--- src/rtl/pss_pkg.sv ---
// Package for the positional sequence store: operation and status codes,
// sequencer states and the structs passed between the store's modules.
// Depends on nothing.
package pss_pkg;

  localparam int unsigned FuncW = 3;
  localparam int unsigned ValW  = 32;
  localparam int unsigned PosW  = 8;

  typedef enum logic [FuncW-1:0] {
    FN_INS_FRONT = 3'd0,
    FN_INS_BACK  = 3'd1,
    FN_INS_AT    = 3'd2,
    FN_DEL_FRONT = 3'd3,
    FN_DEL_BACK  = 3'd4,
    FN_DEL_AT    = 3'd5,
    FN_DUMP      = 3'd6
  } func_e;

  typedef enum logic [1:0] {
    ST_OK     = 2'd0,
    ST_BADPOS = 2'd1,
    ST_FULL   = 2'd2,
    ST_EMPTY  = 2'd3
  } status_e;

  typedef enum logic [2:0] {
    S_IDLE,
    S_DECIDE,
    S_SHIFT,
    S_DRAIN,
    S_PUT,
    S_DUMP,
    S_RESULT
  } state_e;

  // Enables of the entry memory's two ports.
  typedef struct packed {
    logic we;
    logic re;
  } mem_ctl_t;

  // Width-independent part of one result.
  typedef struct packed {
    status_e              status;
    logic signed [ValW-1:0] item_value;
    logic                 last;
  } res_t;

endpackage

--- src/rtl/pss_mem.sv ---
// Entry memory of the positional sequence store: one write port and one
// read port with registered read data.
// Depends on pss_pkg.
module pss_mem #(
  parameter int unsigned Depth = 16,
  parameter int unsigned AddrW = $clog2(Depth)
) (
  input  logic                   clk_i,
  input  pss_pkg::mem_ctl_t      ctl_i,
  input  logic [AddrW-1:0]       waddr_i,
  input  logic [pss_pkg::ValW-1:0] wdata_i,
  input  logic [AddrW-1:0]       raddr_i,
  output logic [pss_pkg::ValW-1:0] rdata_o
);
  import pss_pkg::*;

  logic [ValW-1:0] mem_q [Depth];
  logic [ValW-1:0] rdata_q;

  always_ff @(posedge clk_i) begin
    if (ctl_i.we) begin
      mem_q[waddr_i] <= wdata_i;
    end
  end

  always_ff @(posedge clk_i) begin
    if (ctl_i.re) begin
      rdata_q <= mem_q[raddr_i];
    end
  end

  assign rdata_o = rdata_q;

endmodule

--- src/rtl/pss_ctrl.sv ---
// Sequencer of the positional sequence store: decodes and checks a request and
// walks memory one slot per cycle (dumps can stall) with a shared address stepper.
// Depends on pss_pkg.
module pss_ctrl #(
  parameter int unsigned Depth = 16,
  parameter int unsigned AddrW = $clog2(Depth),
  parameter int unsigned CntW  = $clog2(Depth + 1)
) (
  input  logic                     clk_i,
  input  logic                     rst_ni,
  input  logic                     in_valid_i,
  output logic                     in_ready_o,
  input  logic [pss_pkg::FuncW-1:0] func_i,
  input  logic [pss_pkg::ValW-1:0]  value_i,
  input  logic [pss_pkg::PosW-1:0]  position_i,
  output logic                     res_valid_o,
  input  logic                     res_ready_i,
  output pss_pkg::res_t            res_o,
  output logic [CntW-1:0]          res_index_o,
  output logic [CntW-1:0]          count_o,
  output pss_pkg::mem_ctl_t        mem_ctl_o,
  output logic [AddrW-1:0]         mem_waddr_o,
  output logic [pss_pkg::ValW-1:0]  mem_wdata_o,
  output logic [AddrW-1:0]         mem_raddr_o,
  input  logic [pss_pkg::ValW-1:0]  mem_rdata_i
);
  import pss_pkg::*;

  localparam int unsigned CmpW = PosW + 1;

  state_e          state_q, state_d;
  logic [FuncW-1:0] op_q, op_d;
  logic [ValW-1:0] val_q, val_d;
  logic [PosW-1:0] pos_q, pos_d;
  logic [CntW-1:0] count_q, count_d;
  logic [AddrW-1:0] ptr_q, ptr_d;
  logic [AddrW-1:0] wa_q, wa_d;
  logic [AddrW-1:0] slot_q, slot_d;
  status_e         st_q, st_d;
  logic            ins_q, ins_d;
  logic            pend_q, pend_d;

  // Decode of the held request.
  logic            is_ins, is_del, is_dump;
  logic [CmpW-1:0] pos_x, cnt_x;
  logic            full, empty, ins_bad, del_bad;
  logic [CntW-1:0] slot_c;
  status_e         dec_st;
  logic            need_shift;
  // Shared address stepper: moves the read pointer and forms the write slot.
  logic [AddrW-1:0] ptr_step, ptr_back;
  logic            shift_done;
  logic [CntW-1:0] dump_idx;
  logic            dump_last;

  always_comb begin
    is_ins  = op_q inside {FN_INS_FRONT, FN_INS_BACK, FN_INS_AT};
    is_del  = op_q inside {FN_DEL_FRONT, FN_DEL_BACK, FN_DEL_AT};
    is_dump = (op_q == FN_DUMP);
    pos_x   = CmpW'(pos_q);
    cnt_x   = CmpW'(count_q);
    full    = (count_q == CntW'(Depth));
    empty   = (count_q == '0);
    ins_bad = (op_q == FN_INS_AT) && ((pos_q == '0) || (pos_x > cnt_x + CmpW'(1)));
    del_bad = (op_q == FN_DEL_AT) && ((pos_q == '0) || (pos_x > cnt_x));

    case (op_q)
      FN_INS_FRONT, FN_DEL_FRONT: slot_c = '0;
      FN_INS_BACK:                slot_c = count_q;
      FN_DEL_BACK:                slot_c = count_q - CntW'(1);
      default:                    slot_c = CntW'(pos_q - PosW'(1));
    endcase

    dec_st = ST_OK;
    if (is_ins) begin
      if (ins_bad) begin
        dec_st = ST_BADPOS;
      end else if (full) begin
        dec_st = ST_FULL;
      end
    end else if (is_del) begin
      if (empty) begin
        dec_st = ST_EMPTY;
      end else if (del_bad) begin
        dec_st = ST_BADPOS;
      end
    end else if (is_dump && empty) begin
      dec_st = ST_EMPTY;
    end

    if (is_ins) begin
      need_shift = (slot_c < count_q);
    end else begin
      need_shift = ((slot_c + CntW'(1)) < count_q);
    end

    ptr_step   = ins_q ? (ptr_q - AddrW'(1)) : (ptr_q + AddrW'(1));
    ptr_back   = ins_q ? (ptr_q + AddrW'(1)) : (ptr_q - AddrW'(1));
    shift_done = ins_q ? (ptr_q == slot_q) : (ptr_q == AddrW'(count_q - CntW'(1)));
    dump_idx   = CntW'(ptr_q) + CntW'(1);
    dump_last  = (dump_idx == count_q);
  end

  // Next state.
  always_comb begin
    state_d = state_q;
    case (state_q)
      S_IDLE: begin
        if (in_valid_i) begin
          state_d = S_DECIDE;
        end
      end
      S_DECIDE: begin
        if (dec_st != ST_OK) begin
          state_d = S_RESULT;
        end else if (is_ins) begin
          state_d = need_shift ? S_SHIFT : S_PUT;
        end else if (is_del) begin
          state_d = need_shift ? S_SHIFT : S_RESULT;
        end else if (is_dump) begin
          state_d = S_DUMP;
        end else begin
          state_d = S_RESULT;
        end
      end
      S_SHIFT: begin
        if (shift_done) begin
          state_d = S_DRAIN;
        end
      end
      S_DRAIN: begin
        state_d = ins_q ? S_PUT : S_RESULT;
      end
      S_PUT: begin
        state_d = S_RESULT;
      end
      S_DUMP: begin
        if (res_ready_i && dump_last) begin
          state_d = S_IDLE;
        end
      end
      S_RESULT: begin
        if (res_ready_i) begin
          state_d = S_IDLE;
        end
      end
      default: begin
        state_d = S_IDLE;
      end
    endcase
  end

  // Outputs and datapath.
  always_comb begin
    op_d        = op_q;
    val_d       = val_q;
    pos_d       = pos_q;
    count_d     = count_q;
    ptr_d       = ptr_q;
    wa_d        = wa_q;
    slot_d      = slot_q;
    st_d        = st_q;
    ins_d       = ins_q;
    pend_d      = pend_q;
    in_ready_o  = 1'b0;
    res_valid_o = 1'b0;
    res_o       = '{status: st_q, item_value: '0, last: 1'b1};
    res_index_o = '0;
    mem_ctl_o   = '{we: 1'b0, re: 1'b0};
    mem_waddr_o = wa_q;
    mem_wdata_o = mem_rdata_i;
    mem_raddr_o = ptr_q;

    case (state_q)
      S_IDLE: begin
        in_ready_o = 1'b1;
        op_d       = func_i;
        val_d      = value_i;
        pos_d      = position_i;
      end
      S_DECIDE: begin
        st_d   = dec_st;
        ins_d  = is_ins;
        slot_d = AddrW'(slot_c);
        pend_d = 1'b0;
        if (dec_st == ST_OK) begin
          if (is_ins && need_shift) begin
            ptr_d = AddrW'(count_q - CntW'(1));
          end else if (is_del) begin
            if (need_shift) begin
              ptr_d = AddrW'(slot_c + CntW'(1));
            end else begin
              count_d = count_q - CntW'(1);
            end
          end else if (is_dump) begin
            mem_ctl_o.re = 1'b1;
            mem_raddr_o  = '0;
            ptr_d        = '0;
          end
        end
      end
      S_SHIFT: begin
        // Read one slot while writing the entry read in the cycle before into its neighbour.
        mem_ctl_o.re = 1'b1;
        mem_ctl_o.we = pend_q;
        pend_d       = 1'b1;
        wa_d         = ptr_back;
        if (!shift_done) begin
          ptr_d = ptr_step;
        end
      end
      S_DRAIN: begin
        mem_ctl_o.we = 1'b1;
        if (!ins_q) begin
          count_d = count_q - CntW'(1);
        end
      end
      S_PUT: begin
        mem_ctl_o.we = 1'b1;
        mem_waddr_o  = slot_q;
        mem_wdata_o  = val_q;
        count_d      = count_q + CntW'(1);
      end
      S_DUMP: begin
        res_valid_o = 1'b1;
        res_o       = '{status: ST_OK, item_value: mem_rdata_i, last: dump_last};
        res_index_o = dump_idx;
        mem_raddr_o = ptr_q + AddrW'(1);
        if (res_ready_i && !dump_last) begin
          mem_ctl_o.re = 1'b1;
          ptr_d        = ptr_q + AddrW'(1);
        end
      end
      S_RESULT: begin
        res_valid_o = 1'b1;
      end
      default: begin
      end
    endcase
  end

  assign count_o = count_q;

  always_ff @(posedge clk_i or negedge rst_ni) begin
    if (!rst_ni) begin
      state_q <= S_IDLE;
      count_q <= '0;
      pend_q  <= 1'b0;
    end else begin
      state_q <= state_d;
      count_q <= count_d;
      pend_q  <= pend_d;
    end
  end

  always_ff @(posedge clk_i) begin
    op_q   <= op_d;
    val_q  <= val_d;
    pos_q  <= pos_d;
    ptr_q  <= ptr_d;
    wa_q   <= wa_d;
    slot_q <= slot_d;
    st_q   <= st_d;
    ins_q  <= ins_d;
  end

endmodule

--- src/rtl/positional_sequence_store_top.sv ---
// Top level of the positional sequence store: sequencer, entry memory and
// the output register that decouples results from the downstream side.
// Depends on pss_pkg, pss_mem and pss_ctrl.
//
// The block holds an ordered sequence of up to DEPTH signed 32-bit values in a
// single-port-write, single-port-read memory, slot 0 being the front. One
// request is taken at a time: in_ready_o is high only while the sequencer is
// idle. A request goes through a decode state, then, for an insert or delete
// that moves entries, a shift state (the memory reads one slot and writes the
// slot read in the cycle before into its neighbour) and a drain state and, for
// an insert, a put state that writes the new value; a delete at the back or
// an insert at the back needs no move. The single result of a non-dump
// request is then offered from the result state. A dump streams one result
// per cycle for each held entry while the results are taken; an empty dump
// gives one result with status empty. Rejected requests (bad position, full,
// empty) change nothing and report their status in a single result. Every
// result carries the count held after the request, and last marks the final
// result of a request. Results pass through an output register, so the
// sequencer keeps working while a finished result waits to be taken. After
// reset the store is empty; the memory itself needs no clearing because no
// slot at or above the count is ever read.
module positional_sequence_store_top #(
  parameter int unsigned DEPTH = 16
) (
  input  logic                        clk_i,
  input  logic                        rst_ni,
  input  logic                        in_valid_i,
  output logic                        in_ready_o,
  input  logic [2:0]                  func_i,
  input  logic signed [31:0]          value_i,
  input  logic [7:0]                  position_i,
  output logic                        out_valid_o,
  input  logic                        out_ready_i,
  output logic [1:0]                  status_o,
  output logic signed [31:0]          item_value_o,
  output logic [$clog2(DEPTH+1)-1:0]  item_index_o,
  output logic [$clog2(DEPTH+1)-1:0]  count_o,
  output logic                        last_o
);
  import pss_pkg::*;

  localparam int unsigned AddrW = $clog2(DEPTH);
  localparam int unsigned CntW  = $clog2(DEPTH + 1);

  logic             res_valid, res_ready;
  res_t             res;
  logic [CntW-1:0]  res_index, cur_count;
  mem_ctl_t         mem_ctl;
  logic [AddrW-1:0] mem_waddr, mem_raddr;
  logic [ValW-1:0]  mem_wdata, mem_rdata;

  // Output register state.
  logic             out_valid_q, out_valid_d;
  logic [1:0]       status_q;
  logic [ValW-1:0]  item_value_q;
  logic [CntW-1:0]  item_index_q, count_q;
  logic             last_q;

  pss_ctrl #(
    .Depth (DEPTH),
    .AddrW (AddrW),
    .CntW  (CntW)
  ) u_ctrl (
    .clk_i       (clk_i),
    .rst_ni      (rst_ni),
    .in_valid_i  (in_valid_i),
    .in_ready_o  (in_ready_o),
    .func_i      (func_i),
    .value_i     (value_i),
    .position_i  (position_i),
    .res_valid_o (res_valid),
    .res_ready_i (res_ready),
    .res_o       (res),
    .res_index_o (res_index),
    .count_o     (cur_count),
    .mem_ctl_o   (mem_ctl),
    .mem_waddr_o (mem_waddr),
    .mem_wdata_o (mem_wdata),
    .mem_raddr_o (mem_raddr),
    .mem_rdata_i (mem_rdata)
  );

  pss_mem #(
    .Depth (DEPTH),
    .AddrW (AddrW)
  ) u_mem (
    .clk_i   (clk_i),
    .ctl_i   (mem_ctl),
    .waddr_i (mem_waddr),
    .wdata_i (mem_wdata),
    .raddr_i (mem_raddr),
    .rdata_o (mem_rdata)
  );

  // The register takes a new result whenever it is empty or being drained.
  assign res_ready = !out_valid_q || out_ready_i;

  always_comb begin
    out_valid_d = out_valid_q;
    if (res_ready) begin
      out_valid_d = res_valid;
    end
  end

  always_ff @(posedge clk_i or negedge rst_ni) begin
    if (!rst_ni) begin
      out_valid_q <= 1'b0;
    end else begin
      out_valid_q <= out_valid_d;
    end
  end

  always_ff @(posedge clk_i) begin
    if (res_ready && res_valid) begin
      status_q     <= res.status;
      item_value_q <= res.item_value;
      item_index_q <= res_index;
      count_q      <= cur_count;
      last_q       <= res.last;
    end
  end

  assign out_valid_o  = out_valid_q;
  assign status_o     = status_q;
  assign item_value_o = item_value_q;
  assign item_index_o = item_index_q;
  assign count_o      = count_q;
  assign last_o       = last_q;

  // The held count can never exceed the store's depth.
  assert property (@(posedge clk_i) disable iff (!rst_ni)
    out_valid_o |-> (count_o <= CntW'(DEPTH)))
    else $error("result count exceeds depth");

  // Only a dump yields results that are not last, and those are always ok.
  assert property (@(posedge clk_i) disable iff (!rst_ni)
    (out_valid_o && !last_o) |-> (status_o == ST_OK))
    else $error("non-final result with error status");

  // A dumped entry index lies within the count held.
  assert property (@(posedge clk_i) disable iff (!rst_ni)
    (out_valid_o && (item_index_o != '0)) |-> (item_index_o <= count_o))
    else $error("dump index beyond count");

  // The sequencer takes no second request in the cycle after one is taken.
  assert property (@(posedge clk_i) disable iff (!rst_ni)
    (in_valid_i && in_ready_o) |=> !in_ready_o)
    else $error("request taken while busy");

endmodule
--- config.mk ---
export PLATFORM = sky130hd
export DESIGN_NAME = positional_sequence_store_top
export DESIGN_NICKNAME = d
export VERILOG_FILES = /design/src/rtl/pss_pkg.sv /design/src/rtl/pss_mem.sv /design/src/rtl/pss_ctrl.sv /design/src/rtl/positional_sequence_store_top.sv
export SDC_FILE = /design/constraint.sdc
export NUM_CORES = 1
export LEC_CHECK = 0
export BUFFER_PORTS_ARGS = -buffer_cell sky130_fd_sc_hd__buf_4
export CAP_MARGIN = 20
export CORE_UTILIZATION = 35
export DETAILED_ROUTE_END_ITERATION = 10
export PLACE_DENSITY = 0.5
export REMOVE_ABC_BUFFERS = 1
export SYNTH_ARGS = -nofsm -noshare
export SYNTH_HDL_FRONTEND = slang
export SYNTH_SLANG_ARGS = --single-unit
export TNS_END_PERCENT = 30
--- constraint.sdc ---
create_clock -name clk_i -period 5.4 [get_ports clk_i]
set_input_delay 0 -clock clk_i [delete_from_list [all_inputs] [get_ports clk_i]]
set_output_delay 0 -clock clk_i [all_outputs]
set_load 0.1 [all_outputs]
==> results.tsv, run 1 <==
stage	metric	value	unit
status	status	complete, no violations	
clock_tree	cts_inserted_buffers	74	
global_routing	grt_pass1_wl	103	mm
synthesis	yosysWarnings	0	
routing	ant_nets	0	
worst_setup_path	worstPathMaxFanout	47	
clock_tree	cts_tree	yes	
timing	tightest_slew	0.997	ns
placement	dp_hpwl	37.8	mm
routing	first_pass_iters	5	
global_routing	grt_pass1_vias	15480	
synthesis	yosys.area.top_type	edfxtp_1	
power	vdd_ir_drop_max	0.000431	V
clock_tree	clock_latency	0.61	ns
floorplanning	rows	101	
synthesis	syn_area	0.0272	mm²
placement	gp_congestion	0.863	
global_routing	grt_start_max_net_pins	78	
synthesis	synth_flop_cell	edfxtp_1	
synthesis	synth_cell_type_count	70	
final_layout	multi_input_area	0.00707	mm²
power	leakage	11.4	nW
worst_setup_path	endpoint_kind	register	
clock_tree	cts_buffer_depth	3	
global_routing	grt_antenna_before_repair	1	
synthesis	synth_edf_count	647	
synthesis	syn_inst	1762	
placement	portBuffers	93	
global_routing	grt_overflow	0	
routing	drt_iter0_drc	1112	
timing	grt_setup_unrepaired	no	
worst_setup_path	worst_ep_arrival_time	5.25	ns
worst_setup_path	path_cells	inv_1 > nor3_1 > nand3_1 > ha_1 > and4bb_1 > o2111ai_1 > nand2_1 > a31o_4 > nand4_4 > o211ai_2 > and2_4 > buf_12 > a21oi_1 > a22o_1 > o221ai_1	
floorplanning	initial_utilization	0.356	
global_routing	grt.total_usage	0.179	
floorplanning	dieWidth	281	µm
timing	skew	0.0278	ns
clock_tree	cts_num_sinks	657	
floorplanning	die_h	281	µm
placement	dpl.cell_count	2831	
synthesis	avgSynthCellArea	15.4	µm²
final_layout	post_route_cells_drive_above_1_share	0.147	
clock_tree	post_cts_buffers	0	
floorplanning	ios	94	
synthesis	synth-seq-cells	657	
floorplanning	core	0.0763	mm²
synthesis	synthTopCellsByArea	edfxtp_1, mux2i_1, nand2_1	
power	p_per_area	683	mW/mm²
final_layout	num_antenna_cells	0	
synthesis	yosys.area.top_type_share	0.715	
worst_setup_path	cp_data_required_time	5.77	ns
worst_hold_path	min_path_type	primary input to register	
timing	min_period_over_period	0.903	
final_layout	fin_area	0.0323	mm²
routing	viasPerCell	5.20	
placement	place_area	0.0294	mm²
worst_setup_path	cpPeakStageDelay	0.68	ns
clock_tree	cts-root-buf	clkbuf_16	
final_layout	utilization	0.423	
timing	final-max-slew-violation-count	0	
timing	hold_viol	0	
routing	drc	0	
clock_tree	hold_buffers	47	
routing	wirelength	70.1	mm
final_layout	fin_cells	3012	
routing	wire_per_inst	23.3	µm
run	max_cap_viol_count	0	
timing	max_freq	205	MHz
final_layout	register_area	0.0197	mm²
routing	vias	15666	
worst_setup_path	worst_setup_path_start_kind	register	
worst_setup_path	worstSetupPathType	register to register	
final_layout	final.fill_count	6956	
timing	max_slew_margin	0.333	
synthesis	synth-async-reset-ratio	0.0152	
worst_setup_path	cp_slowest_cell	dfrtp_1	
clock_tree	cts_resized	0	
timing	setup_viol	0	
clock_tree	cts.reportedPaths.clkPinSlew	0.06	ns
timing	hold_ws	0.103	ns
timing	final.min_clock_period	4.88	ns
clock_tree	htreeDepth	3	
floorplanning	die_area	0.0787	mm²
synthesis	yosysSeqAreaShare	0.725	
final_layout	nNetsFinal	1997	
final_layout	syn_to_final_growth	18.9	%
==> cell usage after synthesis, types with 10 or more instances <==
cell      number
edfxtp_1     647
o221ai_1      33
inv_1         21
a32oi_1       32
a22o_1        65
nand2_1      253
dfrtp_1       10
nor3_1        12
clkbuf_1      53
buf_2         34
ha_1          26
mux2i_1      236
nor2_1        41
buf_4         11
xnor2_1       26
o21ai_0       21
and3_1        33
a21oi_1       84
==> worst max-delay path: cells and delay by family (launching register included) <==
family,cells,cell delay (ns)
compound gates,6,1.37
fa+ha+maj,1,0.32
buf+inv,2,0.64
flops,1,0.68
simple gates,6,1.57
==> area by class of cell <==
| cell class | instances | share of cell area |
|---|---|---|
| Sequential cell | 657 | 0.609 |
| Multi-Input combinational cell | 976 | 0.219 |
| Clock buffer | 91 | 0.0619 |
| Timing Repair Buffer | 193 | 0.0543 |
| Tap cell | 1030 | 0.0399 |
| Clock inverter | 43 | 0.0129 |
| Inverter | 22 | 0.00256 |
==> worst paths after layout <==
| path | startpoint | endpoint | slack (ns) | cells after the start |
|---|---|---|---|---|
| worst max-delay path | u_ctrl.count_o[2] | u_mem.rdata_o[22] | 0.52 | 15 |
| worst min-delay path | position_i[5] | u_ctrl.pos_q[5] | 0.10 | 2 |
| worst min register to register | u_ctrl.pend_q | u_ctrl.pend_q | 0.52 | 2 |
| min in group asynchronous | rst_ni | out_valid_o | 0.46 | 3 |
| max in group asynchronous | rst_ni | u_ctrl.state_q[2] | 4.53 | 3 |
| worst max register to register | u_ctrl.count_o[2] | u_mem.rdata_o[22] | 0.52 | 15 |
==> layer usage <==
| metal | track usage | share of wire | vias up |
|---|---|---|---|
| met5 | 0 | 0 | - |
| met4 | 0.0495 | 0.022 | 0 |
| met3 | 0.0288 | 0.041 | 106 |
| met2 | 0.290 | 0.47 | 359 |
| met1 | 0.248 | 0.46 | 8054 |
| li1 | - | - | 7147 |
==> cells by family (layout without fill, tap and decap cells) <==
group,count (synthesis),count (layout),share of synthesized area
AO/OA/AOI/OAI,296,296,0.0810
XOR/XNOR,31,31,0.0100
adder cells (fa/ha/maj),27,27,0.0123
buffers and inverters,129,349,0.0221
flip-flops,657,657,0.725
multiplexers,236,236,0.0870
AND/OR/NAND/NOR,386,386,0.0630
==> flip-flops by register name, summed over array words and instances (netlist names), 2 cells and up <==
name and flops:
item_index_o 5, u_ctrl.ptr_q 4, u_ctrl.state_q 3, u_ctrl.count_o 5, u_mem.mem_q 512, u_ctrl.wa_q 4, count_o 5, u_ctrl.slot_q 4
item_value_o 32, u_ctrl.op_q 3, u_ctrl.pos_q 8, status_o 2, u_ctrl.st_q 2, u_ctrl.val_q 32, u_mem.rdata_o 32
==> through the flow <==
step / setup TNS [ns] / worst slack (ns) / power (mW)
2_1_floorplan: -475.00 / -2.64 / 14.6
3_3_place_gp: 0 / 0.564 / 17.1
3_5_place_dp: 0 / 0.496 / 17.2
4_1_cts: 0 / 0.464 / 22.3
5_1_grt: 0 / 0.297 / 23.2
6_report: 0 / 0.524 / 22.0
==> placed cells by master (no fill, tap or decap), drive strengths merged, types with 5 or more instances in the layout <==
master and count:
o211ai 6, o221ai 33, nand2b 7, bufinv 8, o22ai 6, edfxtp 647
nand2 255, ha 26, nor2b 8, clkbuf 91, nand3 8, a21o 7
xnor2 26, o31ai 5, a31oi 8, inv 22, clkinv 35, a22o 65
buf 146, dfrtp 10, o21ai 22, a32oi 32, nor2 41, and2 5
nor3 12, and3 33, mux2i 236, xor2 5, dlygate4sd3 47, a21oi 84
==> report_power, final <==
group | switching [mW] | internal (mW) | leakage, nW
registers | 0.471 | 7.67 | 5.98
logic | 6.06 | 2.85 | 4.28
clock network | 1.99 | 3.01 | 1.19
total | 8.52 | 13.5 | 11.4
Power figures use the tool's default switching activity.
==> run 2: changes to the inputs <==
clock period = 5.2 ns   (was 5.4 ns; I/O delays follow)
==> results.tsv, run 2 (synthesized netlist as in run 1, its figures left out) <==
stage	metric	value	unit	change
timing	final.min_clock_period	4.99	ns	was 4.88 ns
floorplanning	rows	101		unchanged
clock_tree	clock_latency	0.63	ns	was 0.61 ns
global_routing	top_usage_layer	met2		unchanged
worst_hold_path	hold_path_end	u_ctrl.pos_q[7]		was u_ctrl.pos_q[5]
final_layout	final_cell_mix	edfxtp_1, nand2_1, mux2i_1		unchanged
timing	grt_setup_unrepaired	no		unchanged
final_layout	post_route_cells_drive_above_1_share	0.146		was 0.147
routing	drc	0		unchanged
clock_tree	cts.reportedPaths.clkPinSlew	0.06	ns	about the same
global_routing	grt_pass1_wl	104	mm	was 103 mm
placement	dp_hpwl	38.6	mm	was 37.8 mm
worst_setup_path	r2r-end	u_mem.rdata_o[24]		was u_mem.rdata_o[22]
timing	final-max-slew-violation-count	0		unchanged
routing	first_pass_iters	5		unchanged
worst_setup_path	worstSetupPathType	register to register		unchanged
worst_hold_path	min_path_type	primary input to register		unchanged
worst_setup_path	ff2ff_path_depth	14		was 15
placement	place_area	0.0295	mm²	was 0.0294 mm²
timing	hold_ws	0.0824	ns	was 0.103 ns
floorplanning	ios	94		unchanged
clock_tree	cts_num_sinks	657		unchanged
clock_tree	htreeDepth	3		unchanged
global_routing	grt.met3_usage	0.0312		was 0.0288
placement	portBuffers	93		unchanged
clock_tree	cts_tree	yes		unchanged
worst_hold_path	hold-path-cell-count	2		unchanged
global_routing	grt.total_usage	0.182		was 0.179
final_layout	final.fill_count	6916		was 6956
worst_hold_path	hold_start	position_i[7]		was position_i[5]
floorplanning	core	0.0763	mm²	unchanged
global_routing	grt_overflow	0		unchanged
power	p_total	22.7	mW	was 22.0 mW
global_routing	use_met2	0.297		was 0.290
worst_setup_path	worst_ep_arrival_time	5.39	ns	was 5.25 ns
global_routing	grt_pass1_vias	15672		was 15480
run	max_cap_viol_count	0		unchanged
timing	tightest_slew	1.03	ns	was 0.997 ns
timing	max_slew_margin	0.312		was 0.333
floorplanning	die_h	281	µm	unchanged
final_layout	multi_input_area	0.00707	mm²	unchanged
timing	min_period_over_period	0.959		was 0.903
status	status	complete, no violations		unchanged
worst_setup_path	worstReg2RegStart	u_ctrl.count_o[2]		unchanged
routing	wire_per_inst	23.6	µm	was 23.3 µm
routing	wirelength	71.1	mm	was 70.1 mm
global_routing	grt_antenna_before_repair	0		was 1
routing	ant_nets	0		unchanged
worst_setup_path	endpoint_kind	register		unchanged
timing	setup_viol	0		unchanged
floorplanning	dieWidth	281	µm	unchanged
power	p_per_area	706	mW/mm²	was 683 mW/mm²
placement	gp_congestion	0.848		was 0.863
final_layout	register_area	0.0197	mm²	unchanged
clock_tree	cts_inserted_buffers	75		was 74
worst_setup_path	cp_data_required_time	5.60	ns	was 5.77 ns
clock_tree	hold_buffers	47		unchanged
global_routing	grt_start_max_net_pins	62		was 78
floorplanning	initial_utilization	0.356		unchanged
final_layout	nNetsFinal	2000		was 1997
clock_tree	cts_resized	0		unchanged
routing	vias	15613		was 15666
routing	viasPerCell	5.19		was 5.20
final_layout	num_antenna_cells	0		unchanged
timing	setup_ws	0.215	ns	was 0.524 ns
worst_setup_path	worstPathMaxFanout	19		was 47
timing	hold_viol	0		unchanged
global_routing	met1_usage	0.246		was 0.248
clock_tree	cts-root-buf	clkbuf_16		unchanged
floorplanning	die_area	0.0787	mm²	unchanged
power	vdd_ir_drop_max	0.000397	V	was 0.000431 V
clock_tree	cts_buffer_depth	3		unchanged
clock_tree	post_cts_buffers	0		unchanged
routing	drt_iter0_drc	1152		was 1112
final_layout	layout_commonest_cell	edfxtp_1		unchanged
power	leakage	11.4	nW	about the same
timing	fin_setup_tns	0	ns	unchanged
final_layout	syn_to_final_growth	18.7	%	was 18.9%
worst_setup_path	worst_setup_path_start_kind	register		unchanged
final_layout	regMostFlops	u_mem.mem_q		unchanged
timing	skew	0.0358	ns	was 0.0278 ns
placement	place_ws	0.394	ns	was 0.496 ns
final_layout	largest_reg_flops	512		unchanged
worst_setup_path	ff2ff_setup_slack	0.21	ns	was 0.52 ns
final_layout	fin_area	0.0322	mm²	was 0.0323 mm²
timing	max_freq	201	MHz	was 205 MHz
-- run 2: cell count changes in the layout (fill, tap and decap cells not counted), moves of 2 or more --
cell and delta:
bufinv_16 -5, buf_12 +3, clkbuf_16 -2, clkinv_8 +2
-- run 2: layout make-up --
type                       instances  share of cell area
inverter                          22             0.00256
sequential                       657               0.611
timing repair buffer             195              0.0561
multi-input combinational        976               0.220
clock inverter                    41              0.0105
clock buffer                      90              0.0606
tap                             1030              0.0400
-- run 2: where the power goes --
group	switching, mW	internal (mW)
clock network	2.11	2.84
registers	0.461	7.97
logic	6.34	3.03
-- run 2: layer usage --
| layer | wire [µm] | share of wire | vias up |
|---|---|---|---|
| met5 | 0 | 0 | - |
| met4 | 1720 | 0.024 | 0 |
| met3 | 3210 | 0.045 | 119 |
| li1 | - | - | 7135 |
| met1 | 32100 | 0.45 | 7981 |
| met2 | 34200 | 0.48 | 378 |
-- run 2: worst max-delay path, cell delays in order, from the launching register on --
cell and delay (ns):
dfrtp_1 0.71, inv_1 0.31, nor3_1 0.49, nand3_1 0.15, ha_1 0.32, a2111o_1 0.40, a21oi_1 0.14, nand2_1 0.08
a31o_4 0.27, nand4_4 0.15, a21oi_1 0.13, o21ai_0 0.44, nand2_2 0.52, buf_12 0.36, o221ai_1 0.25
-- run 2: metrics by stage --
stage               utilization  std cells
floorplan                     -       1655
global placement          0.386       2833
detailed placement        0.386       2833
CTS                       0.422       3011
global route              0.422       3011
finish                    0.422       3011
-- run 2: worst max-delay path by stage --
| stage | from | end | slack, ns | cells past startpoint |
|---|---|---|---|---|
| floorplan | u_ctrl.count_o[0] | u_mem.rdata_o[30] | -2.84 | 14 |
| global placement | u_ctrl.count_o[2] | u_mem.rdata_o[24] | 0.37 | 14 |
| detailed placement | u_ctrl.count_o[2] | u_mem.rdata_o[27] | 0.39 | 15 |
| CTS | u_ctrl.count_o[2] | u_mem.rdata_o[24] | 0.32 | 14 |
| global route | u_ctrl.count_o[2] | u_mem.rdata_o[24] | 0.07 | 14 |
| finish | u_ctrl.count_o[2] | u_mem.rdata_o[24] | 0.21 | 14 |
